### config.mk
export PLATFORM = sky130hd
export DESIGN_NAME = olie_cell
export DESIGN_NICKNAME = d
export VERILOG_FILES = /design/src/olie_pkg.sv /design/src/olie_cell.sv
export SDC_FILE = /design/constraint.sdc
export NUM_CORES = 1
export LEC_CHECK = 0
export BUFFER_PORTS_ARGS = -buffer_cell sky130_fd_sc_hd__buf_2
export CORE_AREA = 2 2 95 97
export DETAILED_ROUTE_END_ITERATION = 16
export DIE_AREA = 0 0 97 99
export GPL_TIMING_DRIVEN = 0
export HOLD_SLACK_MARGIN = 0.12
export MAX_ROUTING_LAYER = met4
export PLACE_DENSITY = 0.79
export REMOVE_ABC_BUFFERS = 1
export SYNTH_ARGS = -nofsm -noshare
export SYNTH_HDL_FRONTEND = slang
export SYNTH_SLANG_ARGS = --single-unit
export TNS_END_PERCENT = 20
### constraint.sdc
create_clock -name clk -period 2.65 [get_ports clk]
set_input_delay 0.3975 -clock clk [delete_from_list [all_inputs] [get_ports clk]]
set_output_delay 0.3975 -clock clk [all_outputs]
set_load 0.1 [all_outputs]
### src/olie_pkg.sv
`timescale 1ns / 1ps

package olie_pkg;

    // Action codes carried in the input tuser field.
    localparam logic [2:0] ACT_INSERT   = 3'd0;
    localparam logic [2:0] ACT_REMOVE   = 3'd1;
    localparam logic [2:0] ACT_GET      = 3'd2;
    localparam logic [2:0] ACT_INDEX_OF = 3'd3;
    localparam logic [2:0] ACT_CLEAR    = 3'd4;

    // Status codes carried in the output tuser field.
    localparam logic [1:0] ST_OK   = 2'd0;
    localparam logic [1:0] ST_MISS = 2'd1;
    localparam logic [1:0] ST_FULL = 2'd2;

    typedef enum logic [1:0] {
        S_IDLE,
        S_SCAN,
        S_RESP
    } olie_state_t;

    // Per-cycle command broadcast to every cell of the list.
    typedef struct packed {
        logic shift_up;
        logic shift_down;
        logic find_pos;
        logic find_value;
    } olie_ctrl_t;

    // Flags of the search probe that walks the cell chain.
    typedef struct packed {
        logic valid;
        logic found;
    } olie_probe_t;

endpackage

### src/olie_cell.sv
`timescale 1ns / 1ps

module olie_cell #(
    parameter int DEPTH       = 64,
    parameter int VALUE_WIDTH = 32
) (
    input  logic                         clk,
    input  logic                         rst_n,
    input  logic [$clog2(DEPTH)-1:0]     cell_index,
    input  olie_pkg::olie_ctrl_t         ctrl,
    input  logic [$clog2(DEPTH)-1:0]     pos,
    input  logic [$clog2(DEPTH+1)-1:0]   count,
    input  logic [VALUE_WIDTH-1:0]       value,
    input  logic [VALUE_WIDTH-1:0]       prev_value,
    input  logic [VALUE_WIDTH-1:0]       next_value,
    output logic [VALUE_WIDTH-1:0]       entry,
    input  olie_pkg::olie_probe_t        probe_in,
    input  logic [VALUE_WIDTH-1:0]       probe_data_in,
    input  logic [$clog2(DEPTH)-1:0]     probe_index_in,
    output olie_pkg::olie_probe_t        probe_out,
    output logic [VALUE_WIDTH-1:0]       probe_data_out,
    output logic [$clog2(DEPTH)-1:0]     probe_index_out
);

    localparam int IDX_W = $clog2(DEPTH);
    localparam int CNT_W = $clog2(DEPTH + 1);

    logic [VALUE_WIDTH-1:0] entry_reg;
    logic [VALUE_WIDTH-1:0] entry_next;
    olie_pkg::olie_probe_t  probe_reg;
    olie_pkg::olie_probe_t  probe_next;
    logic [VALUE_WIDTH-1:0] probe_data_reg;
    logic [VALUE_WIDTH-1:0] probe_data_next;
    logic [IDX_W-1:0]       probe_index_reg;
    logic [IDX_W-1:0]       probe_index_next;
    logic                   occupied;
    logic                   hit;
    logic                   take;

    assign occupied = CNT_W'(cell_index) < count;
    assign hit = occupied && ((ctrl.find_pos && (cell_index == pos)) ||
                              (ctrl.find_value && (entry_reg == value)));
    // Only the first matching cell along the chain claims the probe.
    assign take = probe_in.valid && !probe_in.found && hit;

    always_comb
    begin
        entry_next = entry_reg;
        if (ctrl.shift_up)
        begin
            if (cell_index == pos)
            begin
                entry_next = value;
            end
            else if (cell_index > pos)
            begin
                entry_next = prev_value;
            end
        end
        else if (ctrl.shift_down)
        begin
            if (cell_index >= pos)
            begin
                entry_next = next_value;
            end
        end

        probe_next.valid = probe_in.valid;
        probe_next.found = probe_in.found || take;
        probe_data_next  = take ? entry_reg : probe_data_in;
        probe_index_next = take ? cell_index : probe_index_in;
    end

    always_ff @(posedge clk)
    begin
        entry_reg       <= entry_next;
        probe_data_reg  <= probe_data_next;
        probe_index_reg <= probe_index_next;
    end

    always_ff @(posedge clk or negedge rst_n)
    begin
        if (!rst_n)
        begin
            probe_reg <= '0;
        end
        else
        begin
            probe_reg <= probe_next;
        end
    end

    assign entry           = entry_reg;
    assign probe_out       = probe_reg;
    assign probe_data_out  = probe_data_reg;
    assign probe_index_out = probe_index_reg;

endmodule

==> qor.csv, run 1 <==
metric,value,unit
async set-reset flop share out of synthesis,0.0278,
Pwr per Cell Area,696,mW/mm^2
drt first pass iters,4,
first-pass GRT wire length,15.4,mm
status,finished clean,
max_cap viols,0,
reg2reg start,entry[22]$_DFFE_PP_,
via count,3160,
# nets final,717,
Initial Util,0.413,
top cell type's share of synthesized area,0.272,
Clock Skew,0.0172,ns
core area,0.00855,mm^2
P&R area growth vs syn,45.4,%
actual slew at the worst max-slew pin,1.09,ns
final period utilization,0.938,
Post-DRT Antenna Nets,0,
Slowest cell on crit path,edfxtp_1,
top post-synthesis cells by count,"dfxtp_1 (38), nor2_1 (35), a21oi_1 (34), edfxtp_1 (32), mux2i_1 (32)",
Setup WS pre-CTS,-0.612,ns
Synth area leader,edfxtp_1,
Hold Startpoint,probe_in[1],
Worst Path Max Fanout,18,
Post-synth top flop,dfxtp_1,
worst ir drop on vdd,0.311,mV
initial antenna violation count,0,
Setup crit end kind,register,
clock buffer depth,2,
Synth Register Bits,72,
synth warn,0,
Die H,99,um
routability cong.,0.835,
crit path cell chain,"xor2_1, nor4_1, nand4_1, o31a_1, nor3_4, buf_4, buf_16, mux2_2",
max_slew headroom,0.272,
CP bufs+invs,2,
Worst Path Required,2.87,ns
drc violations,0,
CTS root buf,clkbuf_8,
critical path type,register to register,
TritonCTS Buffers,9,
1st-iter DRT viols,50,
Hold WC Path Type,input port to register,
Pwr Total,3.57,mW
largest stage delay on the critical path,0.42,ns
CTS Sinks,72,
Area contributors post-synth,"edfxtp_1 (27%), dfxtp_1 (22%), mux2_2 (9.2%), mux2i_1 (9.1%), xor2_1 (7.7%)",
die area,0.00960,mm^2
crit path DAT,2.70,ns
Ant. Diodes,0,
width of the die,97,um
startpoint types,register,
GR Util All Layers,0.207,
Mapped Area,0.00353,mm^2
RSZ-0062 raised after global routing,no,
# setup viols final,0,
min Tclk post-route,2.49,ns
fin. max-slew vios,0,
WL final,9.88,mm
fin worst setup slack,0.164,ns
htree depth,3,
grt ovf,0,
CTS tree,done,
"CTS clk-pin slew, worst paths",0.07,ns
Synth Instances,308,
Clock Latency Late Sink,0.34,ns
wire per inst,15.0,um
"CP delay by family, top",simple AND/OR/NAND/NOR gates,
post-DP HPWL,7.74,mm
largest net degree at the start of global routing,66,
Post-synth EDFFs,32,
top-count cell post-synth,dfxtp_1,
Syn Area/Cell,11.5,um^2
final hold vios,0,
vias per cell,4.80,
Core Rows,34,
post-synthesis sequential area ratio,0.502,
Max Fclk,0.402,GHz
layout cells sized above 1,0.525,
vias in the first global route,3318,
"Distinct cells, synth",33,
launch point of the critical path,entry[22]$_DFFE_PP_,
Port Buffers,232,
Ports,233,
leakage,2.38,nW
-- power breakdown --
part           total [mW]  leakage (nW)  switching, mW  internal [mW]
logic                1.24          1.62          0.970          0.266
clock network       0.979         0.110          0.422          0.557
registers            1.36         0.652         0.0729           1.28
total                3.57          2.38           1.46           2.11
-- cell usage in the layout, fill, tap and decap left out, types with 2 or more instances in the layout --
master / n
mux2_1: 9
nand2_1: 2
ha_1: 11
buf_16: 3
nor4_2: 2
xor2_1: 31
nor3_1: 3
dfxtp_1: 38
bufinv_16: 2
mux2_2: 29
inv_1: 12
mux2i_1: 32
nand3_1: 2
nand4_1: 2
a21o_1: 2
a21oi_1: 34
buf_4: 4
buf_2: 232
clkbuf_8: 10
nor2_1: 34
nor4_1: 5
dfrtp_1: 2
edfxtp_1: 32
-- path summary, 6_finish.rpt --
| kind | cells after the start | to | slack, ns |
|---|---|---|---|
| worst max-delay path | 8 | probe_data_out[17]$_DFF_P_ | 0.16 |
| worst min-delay path | 1 | probe_out[1]$_DFF_PN0_ | 0.19 |
| worst max register to register | 8 | probe_data_out[17]$_DFF_P_ | 0.16 |
| worst min register to register | 1 | probe_data_out[20]$_DFF_P_ | 0.55 |
| max in group asynchronous | 2 | probe_out[0]$_DFF_PN0_ | 2.17 |
| min in group asynchronous | 2 | probe_out[1]$_DFF_PN0_ | 0.38 |
-- cell type report --
cell class | instances | area [um^2]
Tap cell | 108 | 135
Multi-Input combinational cell | 210 | 1680
Timing Repair Buffer | 240 | 1280
Clock buffer | 11 | 141
Clock inverter | 5 | 81.3
Fill cell | 728 | 3420
Sequential cell | 72 | 1770
Inverter | 12 | 45.0
-- metrics by stage --
stage                     setup TNS [ns]  std cells  cell area [um^2]   util  hold WS [ns]
after floorplan                  -118.67        294              3460      -         0.102
after global placement           -227.16        634              4760  0.557         0.182
after detailed placement          -21.56        637              4860  0.568         0.184
after CTS                              0        658              5120  0.599         0.169
after global routing                   0        658              5130  0.600         0.170
final                                  0        658              5130  0.600         0.193
-- cell families (layout without fill, tap and decap cells) --
family	Yosys count	count (layout)	synth area share
flops	72	72	0.502
mux	70	70	0.212
simple gates	55	55	0.0712
compound gates	42	42	0.0652
xor+xnor	32	32	0.0794
buf+inv	26	268	0.0315
fa+ha+maj	11	11	0.0390
-- worst register-to-register path, cell delays in order (launching register included) --
cell,delay (ns)
edfxtp_1,0.42
xor2_1,0.17
nor4_1,0.35
nand4_1,0.20
o31a_1,0.36
nor3_4,0.19
buf_4,0.16
buf_16,0.15
mux2_2,0.36
-- routing by layer --
| metal | part of all wire | vias up | GRT usage |
|---|---|---|---|
| met5 | 0 | - | - |
| met4 | 0.018 | 0 | 0.0542 |
| met2 | 0.53 | 139 | 0.377 |
| li1 | - | 1571 | - |
| met1 | 0.39 | 1431 | 0.224 |
| met3 | 0.067 | 19 | 0.0532 |
-- what timing repair did --
action                                 CTS  global route
buffers inserted                         4             0
pin swaps                                2             0
resized for setup                        0             2
hold buffers                             1             0
setup endpoints to repair               38            38
gates cloned                             0             0
endpoints found under the hold margin    2             0
Power figures use the tool's default switching activity.
==> inputs of run 2 (changes only) <==
--- a/config.mk
+++ b/config.mk
@@ -6,13 +6,16 @@
 export NUM_CORES = 1
 export LEC_CHECK = 0
 export BUFFER_PORTS_ARGS = -buffer_cell sky130_fd_sc_hd__buf_2
-export CORE_AREA = 2 2 95 97
+export CELL_PAD_IN_SITES_DETAIL_PLACEMENT = 0
+export CELL_PAD_IN_SITES_GLOBAL_PLACEMENT = 1
+export CORE_AREA = 2 2 112 114
 export DETAILED_ROUTE_END_ITERATION = 16
-export DIE_AREA = 0 0 97 99
+export DIE_AREA = 0 0 114 116
+export GPL_ROUTABILITY_DRIVEN = 0
 export GPL_TIMING_DRIVEN = 0
 export HOLD_SLACK_MARGIN = 0.12
 export MAX_ROUTING_LAYER = met4
-export PLACE_DENSITY = 0.79
+export PLACE_DENSITY_LB_ADDON = 0.1
 export REMOVE_ABC_BUFFERS = 1
 export SYNTH_ARGS = -nofsm -noshare
 export SYNTH_HDL_FRONTEND = slang
==> qor.csv, run 2 (synthesis results as in run 1) <==
metric,value,unit,change
P&R area growth vs syn,48.9,%,
worst ir drop on vdd,0.280,mV,-10%
final setup TNS,0,ns,unchanged
Clock Skew,0.00400,ns,-0.0132 ns
clock buffer depth,2,,unchanged
initial antenna violation count,0,,unchanged
die area,0.0132,mm^2,+38%
Worst Path Required,2.87,ns,about the same
Core Rows,40,,+18%
Area after DPL,0.00491,mm^2,+1.2%
Port Buffers,232,,unchanged
CTS tree,done,,
leakage,2.40,nW,+1.1%
Post-DRT Antenna Nets,0,,unchanged
final core utilization,0.441,,-0.159
vias in the first global route,3130,,-5.7%
1st-iter DRT viols,115,,+130%
final hold vios,0,,unchanged
Initial Util,0.296,,-0.117
Ports,233,,unchanged
crit path DAT,2.74,ns,+0.04 ns
# setup viols final,0,,unchanged
"CP delay by family, top",simple AND/OR/NAND/NOR gates,,
Max Fclk,0.398,GHz,-1.1%
Slowest cell on crit path,edfxtp_1,,
Ant. Diodes,0,,unchanged
fin. max-slew vios,0,,unchanged
post-DP HPWL,8.35,mm,+7.8%
cell area after layout,0.00526,mm^2,+2.4%
Worst Hold Depth,1,,unchanged
"commonest non-fill, non-tap cell in the layout",buf_2,,
Hold WC Path Type,input port to register,,
critical path type,register to register,,
first-pass GRT wire length,15.6,mm,+1.1%
min Tclk post-route,2.51,ns,+0.0285 ns
CTS root buf,clkbuf_16,,
max_slew headroom,0.227,,-0.0448
Pwr per Cell Area,702,mW/mm^2,+0.89%
RR Endpoint,probe_data_out[16]$_DFF_P_,,
wire per inst,15.2,um,+1.3%
GR Util All Layers,0.163,,-0.0440
Clock Latency Late Sink,0.33,ns,about the same
final period utilization,0.949,,+0.0108
grt ovf,0,,unchanged
drc violations,0,,unchanged
largest stage delay on the critical path,0.43,ns,about the same
htree depth,3,,unchanged
Worst Hold End,probe_out[1]$_DFF_PN0_,,
TritonCTS Buffers,9,,unchanged
reg2reg start,entry[3]$_DFFE_PP_,,
Setup crit end kind,register,,
drt first pass iters,4,,unchanged
CTS Sinks,72,,unchanged
WL final,10.6,mm,+7.5%
width of the die,114,um,+18%
# nets final,718,,+0.14%
Die H,116,um,+17%
"CTS clk-pin slew, worst paths",0.06,ns,about the same
via count,3142,,-0.57%
Worst Path Max Fanout,18,,unchanged
startpoint types,register,,
Hold Startpoint,probe_in[1],,
crit path cell chain,"xor2_1, nor4_2, nand4_1, o31a_1, nor3_4, buf_12, buf_16, mux2_2",,
R2R Setup Slk,0.14,ns,-0.03 ns
core area,0.0119,mm^2,+39%
actual slew at the worst max-slew pin,1.16,ns,+0.0673 ns
launch point of the critical path,entry[3]$_DFFE_PP_,,
max_cap viols,0,,unchanged
layout cells sized above 1,0.523,,-0.00277
"commonest non-fill, non-tap cells in the layout","buf_2 (232), dfxtp_1 (38), nor2_1 (34), a21oi_1 (34)",,
CP bufs+invs,2,,unchanged
largest net degree at the start of global routing,66,,unchanged
worst reg2reg path depth,8,,unchanged
vias per cell,4.50,,-6.3%
status,finished clean,,
[run 2: cell type report]
type	instances	area, um^2
fillers	1235	6660
flip-flops and latches	72	1770
multi-input cells	210	1680
repair buffers	241	1320
clock buffers	12	236
well taps	147	184
inverters	12	45.0
clock inverters	4	21.3
[run 2: per-stage QoR]
step	worst slack [ns]	instances	power, mW	hold slack (ns)
after floorplan	-2.45	294	2.31	0.102
after global routing	-0.0192	698	3.85	0.172
after detailed placement	-0.600	677	2.63	0.183
final	0.136	698	3.69	0.190
after CTS	0.0530	696	3.74	0.174
after global placement	-4.69	673	2.61	0.183
[run 2: worst max path at each step]
stage / to / slack, ns / cells after the start
floorplan: probe_data_out[0]$_DFF_P_ / -2.45 / 8
global placement: probe_data_out[0]$_DFF_P_ / -4.69 / 9
detailed placement: probe_data_out[16]$_DFF_P_ / -0.60 / 10
CTS: probe_data_out[16]$_DFF_P_ / 0.05 / 8
global route: probe_data_out[13]$_DFF_P_ / -0.02 / 8
finish: probe_data_out[16]$_DFF_P_ / 0.14 / 8
[run 2: metal layers]
| layer | share of wire | routed length (um) | track usage |
|---|---|---|---|
| met1 | 0.43 | 4540 | 0.195 |
| met2 | 0.47 | 5000 | 0.256 |
| met4 | 0.023 | 242 | 0.0756 |
| met5 | 0 | 0 | - |
| met3 | 0.079 | 843 | 0.0434 |
[run 2: worst reg2reg max path: cells and delay by family (launching register included)]
kind                   cells  cell delay (ns)
AO/OA/AOI/OAI              1             0.37
AND/OR/NAND/NOR            3             0.78
XOR/XNOR                   1             0.18
multiplexers               1             0.36
flip-flops                 1             0.43
buffers and inverters      2             0.30
[run 2: report_power, final]
| part | switching, mW | internal (mW) | leakage [nW] |
|---|---|---|---|
| Sequential | 0.0743 | 1.29 | 0.652 |
| Clock | 0.454 | 0.628 | 0.124 |
| Combinational | 0.972 | 0.276 | 1.63 |
[run 2: what timing repair did]
action,in CTS,in global routing
resized for setup,1,2
buffers inserted,2,2
hold buffers,1,0
endpoints found under the hold margin,2,0
endpoints found under the setup margin,39,36
pin swaps,1,3
